===== config.mk =====
export PLATFORM = sky130hd
export DESIGN_NAME = frame_sequencer_with_loop_fade_top
export DESIGN_NICKNAME = d
export VERILOG_FILES = /design/src/hdl/fsq_pkg.sv /design/src/hdl/fsq_table.sv /design/src/hdl/fsq_core.sv /design/src/hdl/frame_sequencer_with_loop_fade_top.sv
export SDC_FILE = /design/constraint.sdc
export NUM_CORES = 1
export LEC_CHECK = 0
export BUFFER_PORTS_ARGS = -buffer_cell sky130_fd_sc_hd__buf_2
export CORE_AREA = 10 10 463 465
export CTS_CLUSTER_SIZE = 28
export DETAILED_ROUTE_END_ITERATION = 7
export DIE_AREA = 0 0 473 475
export GPL_ROUTABILITY_DRIVEN = 0
export PLACE_DENSITY = 0.36
export REMOVE_ABC_BUFFERS = 1
export SYNTH_ARGS = -nofsm -noshare
export SYNTH_HDL_FRONTEND = slang
export SYNTH_SLANG_ARGS = --single-unit

===== constraint.sdc =====
create_clock -name clock -period 11.8 [get_ports clock]
set_clock_uncertainty 0.2 [all_clocks]
set_input_delay 1.77 -clock clock [delete_from_list [all_inputs] [get_ports clock]]
set_output_delay 1.77 -clock clock [all_outputs]
set_load 0.05 [all_outputs]

===== src/hdl/fsq_pkg.sv =====
// ----------------------------------------------------------------------------
// Frame sequencer package
// Event and action codes, request/result types and shared helpers.
// ----------------------------------------------------------------------------
package fsq_pkg;

   localparam int FUNC_W   = 3;
   localparam int ACTION_W = 2;
   localparam int SLOT_W   = 5;
   localparam int DELAY_W  = 16;
   localparam int WAIT_W   = 14;
   localparam int STEP_W   = 3;
   localparam int CNT_W    = 6;
   localparam int FIDX_W   = 5;
   localparam int MIX_W    = 8;

   localparam int REQ_TDATA_W = 56;
   localparam int RSP_TDATA_W = 16;

   localparam logic [FUNC_W-1:0] FUNC_TICK  = 3'd0;
   localparam logic [FUNC_W-1:0] FUNC_PLAY  = 3'd1;
   localparam logic [FUNC_W-1:0] FUNC_PAUSE = 3'd2;
   localparam logic [FUNC_W-1:0] FUNC_STOP  = 3'd3;
   localparam logic [FUNC_W-1:0] FUNC_WRITE = 3'd4;

   localparam logic [ACTION_W-1:0] ACT_SHOW  = 2'd0;
   localparam logic [ACTION_W-1:0] ACT_BLEND = 2'd1;
   localparam logic [ACTION_W-1:0] ACT_CLEAR = 2'd2;

   localparam logic [DELAY_W-1:0] MIN_FRAME_DELAY = 16'd50;
   localparam logic [WAIT_W-1:0]  MIN_BLEND_WAIT  = 14'd40;
   localparam logic [STEP_W-1:0]  BLEND_STEPS     = 3'd4;
   localparam logic [MIX_W-1:0]   MIX_FULL        = 8'd255;

   // x / 5 == (x * 0xCCCD) >> 18 for any 16-bit x
   localparam logic [DELAY_W-1:0] DIV5_MULT  = 16'hCCCD;
   localparam int                 DIV5_SHIFT = 18;

   typedef struct packed {
      logic [FUNC_W-1:0]  func;
      logic [31:0]        now_ms;
      logic [SLOT_W-1:0]  slot;
      logic [DELAY_W-1:0] delay_ms;
      logic               full_frame;
   } fsq_event_type;

   typedef struct packed {
      logic                valid;
      logic [ACTION_W-1:0] action;
      logic [FIDX_W-1:0]   frame_index;
      logic                clear_first;
      logic [MIX_W-1:0]    mix;
   } fsq_result_type;

   typedef struct packed {
      logic               en;
      logic [SLOT_W-1:0]  slot;
      logic [DELAY_W-1:0] delay_ms;
      logic               full_frame;
   } fsq_wr_type;

   typedef struct packed {
      logic [DELAY_W-1:0] delay;
      logic [WAIT_W-1:0]  fade_wait;
   } fsq_frame_type;

   function automatic logic [MIX_W-1:0] mix_of(input logic [STEP_W-1:0] step);
      logic [10:0] prod;
      prod = 11'(MIX_FULL) * 11'(step);
      return prod[9:2];
   endfunction

endpackage


===== src/hdl/fsq_table.sv =====
// ----------------------------------------------------------------------------
// Frame table
// Per-frame floored delay, fade step wait and full flag, computed on write.
// ----------------------------------------------------------------------------
module fsq_table #(
   parameter int MAX_FRAMES = 32
) (
   input  logic                                   clock,
   input  fsq_pkg::fsq_wr_type                    wr,
   input  logic [$clog2((MAX_FRAMES < 63) ? MAX_FRAMES : 63)-1:0] cur_idx,
   input  logic [$clog2((MAX_FRAMES < 63) ? MAX_FRAMES : 63)-1:0] next_idx,
   output fsq_pkg::fsq_frame_type                 cur_frame,
   output logic                                   next_full
);

   localparam int DEPTH = (MAX_FRAMES < 32) ? MAX_FRAMES : 32;
   localparam int AW    = $clog2(DEPTH);

   logic [fsq_pkg::DELAY_W-1:0] delay_ff [DEPTH];
   logic [fsq_pkg::WAIT_W-1:0]  wait_ff  [DEPTH];
   logic                        full_ff  [DEPTH];

   logic [fsq_pkg::DELAY_W-1:0] floored;
   logic [31:0]                 prod;
   logic [fsq_pkg::WAIT_W-1:0]  quo;
   logic [fsq_pkg::WAIT_W-1:0]  fade_wait;

   always_comb begin
      floored   = (wr.delay_ms < fsq_pkg::MIN_FRAME_DELAY) ? fsq_pkg::MIN_FRAME_DELAY
                                                           : wr.delay_ms;
      prod      = 32'(floored) * 32'(fsq_pkg::DIV5_MULT);
      quo       = prod[fsq_pkg::DIV5_SHIFT +: fsq_pkg::WAIT_W];
      fade_wait = (quo < fsq_pkg::MIN_BLEND_WAIT) ? fsq_pkg::MIN_BLEND_WAIT : quo;
   end

   always_ff @(posedge clock) begin
      if (wr.en && (32'(wr.slot) < DEPTH)) begin
         delay_ff[wr.slot[AW-1:0]] <= floored;
         wait_ff[wr.slot[AW-1:0]]  <= fade_wait;
         full_ff[wr.slot[AW-1:0]]  <= wr.full_frame;
      end
   end

   assign cur_frame.delay     = delay_ff[cur_idx[AW-1:0]];
   assign cur_frame.fade_wait = wait_ff[cur_idx[AW-1:0]];
   assign next_full           = full_ff[next_idx[AW-1:0]];

endmodule


===== src/hdl/fsq_core.sv =====
// ----------------------------------------------------------------------------
// Frame sequencer core
// Playback state and per-request decision: step, fade, stop, table write.
// ----------------------------------------------------------------------------
module fsq_core #(
   parameter int MAX_FRAMES = 32
) (
   input  logic                                   clock,
   input  logic                                   reset,
   input  logic                                   fire,
   input  fsq_pkg::fsq_event_type                 evt,
   input  logic [fsq_pkg::CNT_W-1:0]              frame_count,
   input  fsq_pkg::fsq_frame_type                 cur_frame,
   input  logic                                   next_full,
   output logic [$clog2((MAX_FRAMES < 63) ? MAX_FRAMES : 63)-1:0] cur_idx,
   output logic [$clog2((MAX_FRAMES < 63) ? MAX_FRAMES : 63)-1:0] next_idx,
   output fsq_pkg::fsq_wr_type                    tbl_wr,
   output fsq_pkg::fsq_result_type                res
);

   localparam int CNT_MAX = (MAX_FRAMES < 63) ? MAX_FRAMES : 63;
   localparam int IDX_W   = $clog2(CNT_MAX);

   logic [IDX_W-1:0]            idx_ff, idx_in;
   logic [31:0]                 last_ff, last_in;
   logic                        playing_ff, playing_in;
   logic                        blending_ff, blending_in;
   logic [fsq_pkg::STEP_W-1:0]  step_ff, step_in;
   logic [fsq_pkg::WAIT_W-1:0]  wait_ff, wait_in;

   logic [fsq_pkg::CNT_W-1:0]   count_eff;
   logic [31:0]                 elapsed;
   logic [fsq_pkg::STEP_W-1:0]  step_nxt;
   logic [IDX_W:0]              idx_plus1;

   assign cur_idx   = idx_ff;
   assign next_idx  = idx_ff + IDX_W'(1);
   assign idx_plus1 = {1'b0, idx_ff} + (IDX_W + 1)'(1);
   assign count_eff = (frame_count > fsq_pkg::CNT_W'(CNT_MAX)) ? fsq_pkg::CNT_W'(CNT_MAX)
                                                               : frame_count;
   assign elapsed   = evt.now_ms - last_ff;
   assign step_nxt  = step_ff + 3'd1;

   always_comb begin
      idx_in      = idx_ff;
      last_in     = last_ff;
      playing_in  = playing_ff;
      blending_in = blending_ff;
      step_in     = step_ff;
      wait_in     = wait_ff;
      res         = '0;
      res.action  = fsq_pkg::ACT_SHOW;
      tbl_wr.en         = 1'b0;
      tbl_wr.slot       = evt.slot;
      tbl_wr.delay_ms   = evt.delay_ms;
      tbl_wr.full_frame = evt.full_frame;
      unique case (evt.func)
         fsq_pkg::FUNC_TICK: begin
            if (playing_ff && (count_eff > 6'd1)) begin
               if (blending_ff) begin
                  if (elapsed >= 32'(wait_ff)) begin
                     last_in = evt.now_ms;
                     if (step_nxt > fsq_pkg::BLEND_STEPS) begin
                        blending_in = 1'b0;
                        step_in     = '0;
                        idx_in      = '0;
                     end else begin
                        step_in    = step_nxt;
                        res.valid  = 1'b1;
                        res.action = fsq_pkg::ACT_BLEND;
                        res.mix    = fsq_pkg::mix_of(step_nxt);
                     end
                  end
               end else if (elapsed >= 32'(cur_frame.delay)) begin
                  last_in   = evt.now_ms;
                  res.valid = 1'b1;
                  if (7'(idx_plus1) >= 7'(count_eff)) begin
                     blending_in = 1'b1;
                     step_in     = 3'd1;
                     wait_in     = cur_frame.fade_wait;
                     res.action  = fsq_pkg::ACT_BLEND;
                     res.mix     = fsq_pkg::mix_of(3'd1);
                  end else begin
                     idx_in          = next_idx;
                     res.frame_index = fsq_pkg::FIDX_W'(next_idx);
                     res.clear_first = (next_idx == '0) || next_full;
                  end
               end
            end
         end
         fsq_pkg::FUNC_PLAY: begin
            if (frame_count != '0) begin
               playing_in  = 1'b1;
               last_in     = evt.now_ms;
               blending_in = 1'b0;
               step_in     = '0;
            end
         end
         fsq_pkg::FUNC_PAUSE: begin
            if (frame_count != '0) begin
               playing_in = 1'b0;
            end
         end
         fsq_pkg::FUNC_STOP: begin
            if (frame_count != '0) begin
               playing_in  = 1'b0;
               idx_in      = '0;
               blending_in = 1'b0;
               step_in     = '0;
               res.valid   = 1'b1;
               res.action  = fsq_pkg::ACT_CLEAR;
            end
         end
         fsq_pkg::FUNC_WRITE: begin
            tbl_wr.en = fire;
         end
         default: begin
         end
      endcase
   end

   always_ff @(posedge clock) begin
      if (reset) begin
         idx_ff      <= '0;
         last_ff     <= '0;
         playing_ff  <= 1'b0;
         blending_ff <= 1'b0;
         step_ff     <= '0;
         wait_ff     <= '0;
      end else if (fire) begin
         idx_ff      <= idx_in;
         last_ff     <= last_in;
         playing_ff  <= playing_in;
         blending_ff <= blending_in;
         step_ff     <= step_in;
         wait_ff     <= wait_in;
      end
   end

endmodule


===== src/hdl/frame_sequencer_with_loop_fade_top.sv =====
// ----------------------------------------------------------------------------
// Frame sequencer with loop fade
// Steps an LED animation on tick requests and fades back to the first frame.
//
//   channel  direction  contents
//   req_*    in         event request: tuser func, tdata time/slot/delay/full
//   rsp_*    out        command: tuser action, tdata index/clear/mix
//   csr_*    in         frame_count write
//
// One request per cycle unless a command waits on a stalled result; a result
// passes the input register, then the result register (table read and compare).
// Synchronous reset clears playback state and frame_count; the frame table
// is not cleared. A stalled result holds in the result register; requests
// that produce no command keep passing, and the next one that produces a
// command waits in the input register with req_tready low.
// ----------------------------------------------------------------------------
module frame_sequencer_with_loop_fade_top #(
   parameter int MAX_FRAMES = 32
) (
   input  logic                                clock,
   input  logic                                reset,
   input  logic                                req_tvalid,
   output logic                                req_tready,
   // [31:0] now_ms, [36:32] slot, [52:37] delay_ms, [53] full_frame, rest zero
   input  logic [fsq_pkg::REQ_TDATA_W-1:0]     req_tdata,
   // [2:0] func
   input  logic [fsq_pkg::FUNC_W-1:0]          req_tuser,
   output logic                                rsp_tvalid,
   input  logic                                rsp_tready,
   // [4:0] frame_index, [5] clear_first, [13:6] mix, rest zero
   output logic [fsq_pkg::RSP_TDATA_W-1:0]     rsp_tdata,
   // [1:0] action
   output logic [fsq_pkg::ACTION_W-1:0]        rsp_tuser,
   input  logic                                csr_wr_en,
   input  logic [fsq_pkg::CNT_W-1:0]           csr_wr_data
);

   localparam int CNT_MAX = (MAX_FRAMES < 63) ? MAX_FRAMES : 63;
   localparam int IDX_W   = $clog2(CNT_MAX);

   logic                           in_valid_ff, in_valid_in;
   fsq_pkg::fsq_event_type         in_evt_ff;
   logic                           out_valid_ff, out_valid_in;
   fsq_pkg::fsq_result_type        out_res_ff;
   logic [fsq_pkg::CNT_W-1:0]      frame_count_ff;

   logic                           req_accept;
   logic                           fire;
   fsq_pkg::fsq_result_type        res;
   fsq_pkg::fsq_wr_type            tbl_wr;
   fsq_pkg::fsq_frame_type         cur_frame;
   logic                           next_full;
   logic [IDX_W-1:0]               cur_idx;
   logic [IDX_W-1:0]               next_idx;

   assign fire       = in_valid_ff && (!res.valid || !out_valid_ff || rsp_tready);
   assign req_tready = !in_valid_ff || fire;
   assign req_accept = req_tvalid && req_tready;

   assign in_valid_in  = req_accept ? 1'b1 : (fire ? 1'b0 : in_valid_ff);
   assign out_valid_in = (fire && res.valid) ? 1'b1 : (rsp_tready ? 1'b0 : out_valid_ff);

   always_ff @(posedge clock) begin
      if (reset) begin
         in_valid_ff    <= 1'b0;
         out_valid_ff   <= 1'b0;
         frame_count_ff <= '0;
      end else begin
         in_valid_ff  <= in_valid_in;
         out_valid_ff <= out_valid_in;
         if (csr_wr_en) begin
            frame_count_ff <= csr_wr_data;
         end
      end
   end

   always_ff @(posedge clock) begin
      if (req_accept) begin
         in_evt_ff.func       <= req_tuser;
         in_evt_ff.now_ms     <= req_tdata[31:0];
         in_evt_ff.slot       <= req_tdata[36:32];
         in_evt_ff.delay_ms   <= req_tdata[52:37];
         in_evt_ff.full_frame <= req_tdata[53];
      end
      if (fire && res.valid) begin
         out_res_ff <= res;
      end
   end

   fsq_core #(
      .MAX_FRAMES (MAX_FRAMES)
   ) u_core (
      .clock       (clock),
      .reset       (reset),
      .fire        (fire),
      .evt         (in_evt_ff),
      .frame_count (frame_count_ff),
      .cur_frame   (cur_frame),
      .next_full   (next_full),
      .cur_idx     (cur_idx),
      .next_idx    (next_idx),
      .tbl_wr      (tbl_wr),
      .res         (res)
   );

   fsq_table #(
      .MAX_FRAMES (MAX_FRAMES)
   ) u_table (
      .clock     (clock),
      .wr        (tbl_wr),
      .cur_idx   (cur_idx),
      .next_idx  (next_idx),
      .cur_frame (cur_frame),
      .next_full (next_full)
   );

   assign rsp_tvalid = out_valid_ff;
   assign rsp_tuser  = out_res_ff.action;
   assign rsp_tdata  = {2'b00, out_res_ff.mix, out_res_ff.clear_first, out_res_ff.frame_index};

endmodule


# After elaboration in Yosys (flattened, before gate mapping)
# Memories as Yosys holds them, arrays and structs flattened. A register that Yosys moved wholly into a read port is not among the register bits.
# Cells that the tools add are included.
word_totals:
  reg_bits: 123
  ram_bits: 992
  inputBits: 70
  output_inout_bits: 20
  word_cells: 140
  memories: 3
memory_table:
  columns: ["memory", "words", "width", "rd", "rd_ports_with_merged_regs", "write_ports", "line", "source"]
  rows:
  - ["u_table.delay_ff", 32, 16, 1, 1, 1, "fsq_table.sv:19", "logic [fsq_pkg::DELAY_W-1:0] delay_ff [DEPTH];"]
  - ["u_table.wait_ff", 32, 14, 1, 1, 1, "fsq_table.sv:20", "logic [fsq_pkg::WAIT_W-1:0] wait_ff [DEPTH];"]
  - ["u_table.full_ff", 32, 1, 1, 0, 1, "fsq_table.sv:21", "logic full_ff [DEPTH];"]
classes:
  add_sub_neg: 4
  n_mul: 2
  magnitude_cmp: 8
  n_eq_ne: 14
  muxes: 58
  n_bitwise: 4
  reduce_logical: 30
op_table:
  columns: ["operator", "count"]
  rows:
  - ["32-bit 2-to-1 mux", 5]
  - ["32-bit one-hot mux with 2 select lines", 1]
  - ["5-bit 2-to-1 mux", 9]
  - ["17-bit 2-to-1 mux", 2]
  - ["3-bit 2-to-1 mux", 11]
  - ["32-bit by 14-bit >= comparator with 1-bit output", 1]
  - ["32-bit by 16-bit >= comparator with 1-bit output", 1]
  - ["16-bit by 16-bit multiplier with 32-bit output (second input constant)", 1]
  - ["32-bit subtractor", 1]
  - ["6-bit 2-to-1 mux", 4]
  - ["8-bit 2-to-1 mux", 3]
  - ["16-bit by 6-bit less-than comparator with 1-bit output (second input constant)", 1]
  - ["1-bit 2-to-1 mux", 16]
  - ["16-bit 2-to-1 mux", 1]
  - ["14-bit by 6-bit less-than comparator with 1-bit output (second input constant)", 1]
  - ["14-bit 2-to-1 mux", 1]
  - ["3-bit one-hot mux with 2 select lines", 2]
  - ["6-bit AND reduction", 2]
  - ["2-bit nonzero test", 6]
  - ["8-bit by 3-bit multiplier with 10-bit output (first input constant)", 1]
  - ["2-bit by 1-bit != test with 1-bit output (second input constant)", 5]
  - ["5-bit one-hot mux with 2 select lines", 1]
  - ["4-bit AND reduction", 2]
  - ["8-bit AND reduction", 1]
  - ["other kinds (25)", 41]

# Depth between registers and ports, before layout
depth:
  word_depth: 15
  ltp_mapped: 29
  depth_no_buf: 29

# By module
# A second synthesis with hierarchy kept.
unflattened:
  cells_unflattened: 2983
  hier_area_um2: 51708.3
modules_own_cells:
  columns: ["mod", "n_inst", "cells_per_inst", "area_each_um2", "seq_area_each_um2"]
  rows:
  - ["fsq_table", 1, 2061, 42911.2, 29788.6]
  - ["fsq_core", 1, 814, 6259.8, 1121.1]
  - ["frame_sequencer_with_loop_fade_top", 1, 108, 2537.4, 2352.3]

# Worst setup path after synthesis
# OpenSTA, ideal clock, no wires.
synth_path:
  path_type: "register -> register"
  start: "register in_evt_ff[15] (netlist name)"
  end: "memory u_table.wait_ff[0][0] (netlist name), data pin"
  setup_time_ns: 0.284
  t_arrival_ns: 8.197
  setup_slack_ns: 3.119
  path_stages_with_launch: 25
  n_path_buf: 0
  path_cell_list: "edfxtp_1 > inv_1 > ha_1 > and4_1 > a21oi_1 > ha_1 > ha_1 > inv_1 > fa_1 > inv_1 > fa_1 > fa_1 > inv_1 > fa_1 > inv_1 > ha_1 > a21o_1 > a221oi_1 > a211oi_1 > o31ai_1 > o21ai_0 > xor2_1 > or3_1 > or4_1 > and3b_1"
synth_via:
  elab_chain_len: 5
synth_lines:
  columns: ["item", "line", "source"]
  rows:
  - ["start, declared", "frame_sequencer_with_loop_fade_top.sv:42", "fsq_pkg::fsq_event_type in_evt_ff;"]
  - ["16-bit by 6-bit less-than comparator with 1-bit output", "fsq_table.sv:29", "floored = (wr.delay_ms < fsq_pkg::MIN_FRAME_DELAY) ? fsq_pkg::MIN_FRAME_DELAY"]
  - ["16-bit 2-to-1 mux (*)", "fsq_table.sv:29", null]
  - ["via u_table.floored, one bit", "fsq_table.sv:23", "logic [fsq_pkg::DELAY_W-1:0] floored;"]
  - ["16-bit by 16-bit multiplier with 32-bit output (*)", "fsq_table.sv:31", "prod = 32'(floored) * 32'(fsq_pkg::DIV5_MULT);"]
  - ["14-bit by 6-bit less-than comparator with 1-bit output", "fsq_table.sv:33", "fade_wait = (quo < fsq_pkg::MIN_BLEND_WAIT) ? fsq_pkg::MIN_BLEND_WAIT : quo;"]
  - ["14-bit 2-to-1 mux (*)", "fsq_table.sv:33", null]
  - ["via u_table.fade_wait, one bit", "fsq_table.sv:26", "logic [fsq_pkg::WAIT_W-1:0] fade_wait;"]
  - ["end, declared", "fsq_table.sv:20", null]
# Mark *: on every way through the listed nets, which the timed path passes. The rest lies on a longest branch.

# Worst setup path after layout
layout_path:
  start: "register in_evt_ff[10] (netlist name)"
  end: "memory u_table.wait_ff[29][3] (netlist name), data pin"
layout_via:
  elab_chain_len: 5
layout_lines:
  columns: ["item", "line"]
  rows:
  - ["16-bit by 6-bit less-than comparator with 1-bit output (*)", "fsq_table.sv:29"]
  - ["16-bit 2-to-1 mux (*)", "fsq_table.sv:29"]
  - ["via u_table.floored, one bit", "fsq_table.sv:23"]
  - ["16-bit by 16-bit multiplier with 32-bit output (*)", "fsq_table.sv:31"]
  - ["14-bit by 6-bit less-than comparator with 1-bit output", "fsq_table.sv:33"]
  - ["14-bit 2-to-1 mux (*)", "fsq_table.sv:33"]
  - ["via u_table.fade_wait, one bit", "fsq_table.sv:26"]
# Marked as above.

==> metrics.txt <==
status finished clean; post-route ant nets 0; Max Freq around 96 MHz; num ports 90; routed vias/inst about 4.6; Row Count between 150 and 200; PostCTS Resize Cnt 0; Async SR Flop Fraction 0%; vias in the first global route roughly 29,000; Global Route met1 Usage between 10% and 20%; # H-tree levels 4; HP Class register to register; cells after synthesis ~2,900; Primary FF master, synth edfxtp_1; clock root buffer clkbuf_16; die height roughly 480 um; cts bufs inserted ~140; Post-route DRC 0; met2 GRT Util 22.44%; Crit path top cell by count fa_1; drt initial violations ~1,700; first-pass GRT wire length ~220,000 um; most frequent cells in the layout 1,063 x edfxtp_1, 309 x mux4_2, 236 x inv_1; Power Dens Cells around 260 nW/um2; average size of a mapped cell approximately 18 um2; CTS Hold Bufs 0; RSZ-0062 raised after global routing no; period utilisation layout slightly below 90%; Seq/Total Area, Yosys 65.38%; core area around 200,000 um2; slowest stage cell, crit path nand2_1; P&R area growth vs syn 16.69%; Slew @ Worst Pin between 1 and 1.5 ns; Tot GR Track Use between 10% and 20%; CP peak stage delay 0.84 ns; router iterations before antenna repair 5; Yosys reg bits ~1,100; register area 33,320 um2; Worst EP required around 12 ns; met3 GRT Util about 2.1%; Clock Path Buffers 3; Initial Utilization 24.92%; # fillers a little over 20,000; critical path peak fanout 36; WL/cell around 26 um; relative slew slack around 16%; initial antenna violation count 7; worst reg2reg path depth 25; Post-DP Area approximately 55,000 um2; Worst VDD drop ~0.00066 V; fin. max-slew vios 0; Synth warnings 0; CP Launch Type register; nets 3,418; aggregate global routing overflow 0; final instance area around 59,000 um2; most common cell after layout, fill and taps aside edfxtp_1; Hold Vio Cnt, Final 0; via count between 20,000 and 30,000; layout cells sized above 1 roughly a quarter; GR peak layer met2; critical path class register to register; EDFF count, synth around 1,100; Clock Latency Late Sink approximately 0.78 ns; HPWL after detailed placement between 80,000 and 90,000 um; hold path cells 2; Crit. End Element register; Distinct cells, synth 76; drt total wl approximately 150,000 um; post-route minimum period between 10 and 15 ns; area of the multi-input gates between 15,000 and 20,000 um2; max-cap violations 0; IO Port Bufs 85; final setup vio count 0; setup_tns 0 ns; Worst-path clk slew approximately 0.06 ns; Cell Area, Synth between 50,000 and 60,000 um2; CTS tree built; Worst EP arrival around 11 ns; die area roughly 220,000 um2; largest net degree at the start of global routing between 90 and 100; CTS Sinks 1,132; Post-CTS Repair Setup Buffers 0; LEAKAGE slightly below 0.02 uW; width of the die ~470 um
[power by group]
part / internal (uW) / total (uW) / leakage (uW) / switching (uW)
Sequential: 6840 / 6870 / 0.0102 / 25.9
Clock: 2410 / 4120 / 0.00212 / 1710
Combinational: 1010 / 4510 / 0.00707 / 3500
Total: 10300 / 15500 / 0.0194 / 5240
[area by class of cell]
type                            instances  area share (%)
Tap cell                             2688           5.659
Sequential cell                      1132           56.07
Antenna cell                            2        0.008421
Timing Repair Buffer                  156           1.655
Clock inverter                         75           1.335
Clock buffer                          168           6.031
Multi-Input combinational cell       1398           27.75
Inverter                              236           1.490
[flip-flops by register name, summed over array words and instances, names as in the netlist, named ones only]
| signal | cells |
|---|---|
| u_core.playing_ff | 1 |
| u_core.blending_ff | 1 |
| u_table.wait_ff | 448 |
| rsp_tuser | 2 |
| rsp_tdata | 12 |
| in_evt_ff | 57 |
| rsp_tvalid | 1 |
| u_table.delay_ff | 512 |
| u_core.cur_idx | 5 |
| u_core.step_ff | 3 |
| in_valid_ff | 1 |
| u_table.full_ff | 32 |
| u_core.wait_ff | 14 |
| u_core.last_ff | 32 |
| frame_count_ff | 6 |
[Yosys cell counts, types with 18 or more instances]
master / number / area, um2
edfxtp_1: 1063 / 31920
mux4_2: 309 / 6959
inv_1: 236 / 885.9
ha_1: 206 / 2577
nor2_1: 116 / 435.4
clkbuf_1: 86 / 322.8
nand2_1: 84 / 315.3
fa_1: 82 / 1642
a21oi_1: 79 / 395.4
dfxtp_1: 69 / 1381
mux2i_1: 60 / 600.6
a21o_1: 41 / 307.8
o21ai_0: 41 / 205.2
nor3_1: 33 / 165.2
buf_1: 27 / 101.4
a211oi_1: 24 / 180.2
nand3_1: 24 / 120.1
nand4_1: 24 / 150.1
nand2b_1: 23 / 143.9
xnor2_1: 18 / 157.7
[metrics by stage]
step	setup WS, ns	std cells	utilization, %	hold WS (ns)	total power, uW
final	1.335	5855	29.08	0.2860	15500
after global placement	1.289	5610	26.94	0.2749	11410
after CTS	1.111	5853	29.08	0.2937	15730
after global routing	0.5579	5854	29.08	0.3104	16210
after detailed placement	1.114	5610	26.94	0.2825	11520
after floorplan	0.2325	2766	-	0.2374	9723
[worst paths after layout]
path	startpoint	to	slack, ns
max reg2reg	in_evt_ff[10]$_DFFE_PP_	u_table.wait_ff[29][3]$_DFFE_PP_	1.34
max	in_evt_ff[10]$_DFFE_PP_	u_table.wait_ff[29][3]$_DFFE_PP_	1.34
min	u_core.wait_ff[2]$_SDFFE_PP0P_	u_core.wait_ff[2]$_SDFFE_PP0P_	0.29
min reg2reg	u_core.wait_ff[2]$_SDFFE_PP0P_	u_core.wait_ff[2]$_SDFFE_PP0P_	0.29
[cells by family after synthesis]
kind of cell               share of synthesized area, %
muxes                                             15.22
and+or+nand+nor                                   3.953
adders and majority gates                         8.283
DFF                                               65.38
xor gates and xnor gates                         0.6018
buffers and inverters                             2.786
other                                          0.007362
AOI/OAI and AO/OA                                 3.768
[worst max-delay path: cells and delay by family (launching register included)]
kind / cells / cell delay, ns
DFF: 1 / 0.40
adders and majority gates: 7 / 3.39
AOI/OAI and AO/OA: 5 / 2.15
and+or+nand+nor: 8 / 3.46
buffers and inverters: 5 / 0.48
[metal layers]
metal / vias to the layer above / part of all wire, %
li1: 11730 / -
met1: 14440 / 47
met2: 573 / 47
met3: 187 / 3.7
met4: 2 / 2.0
met5: - / 0.0084
Note: power is estimated with default switching activity, not from simulation.
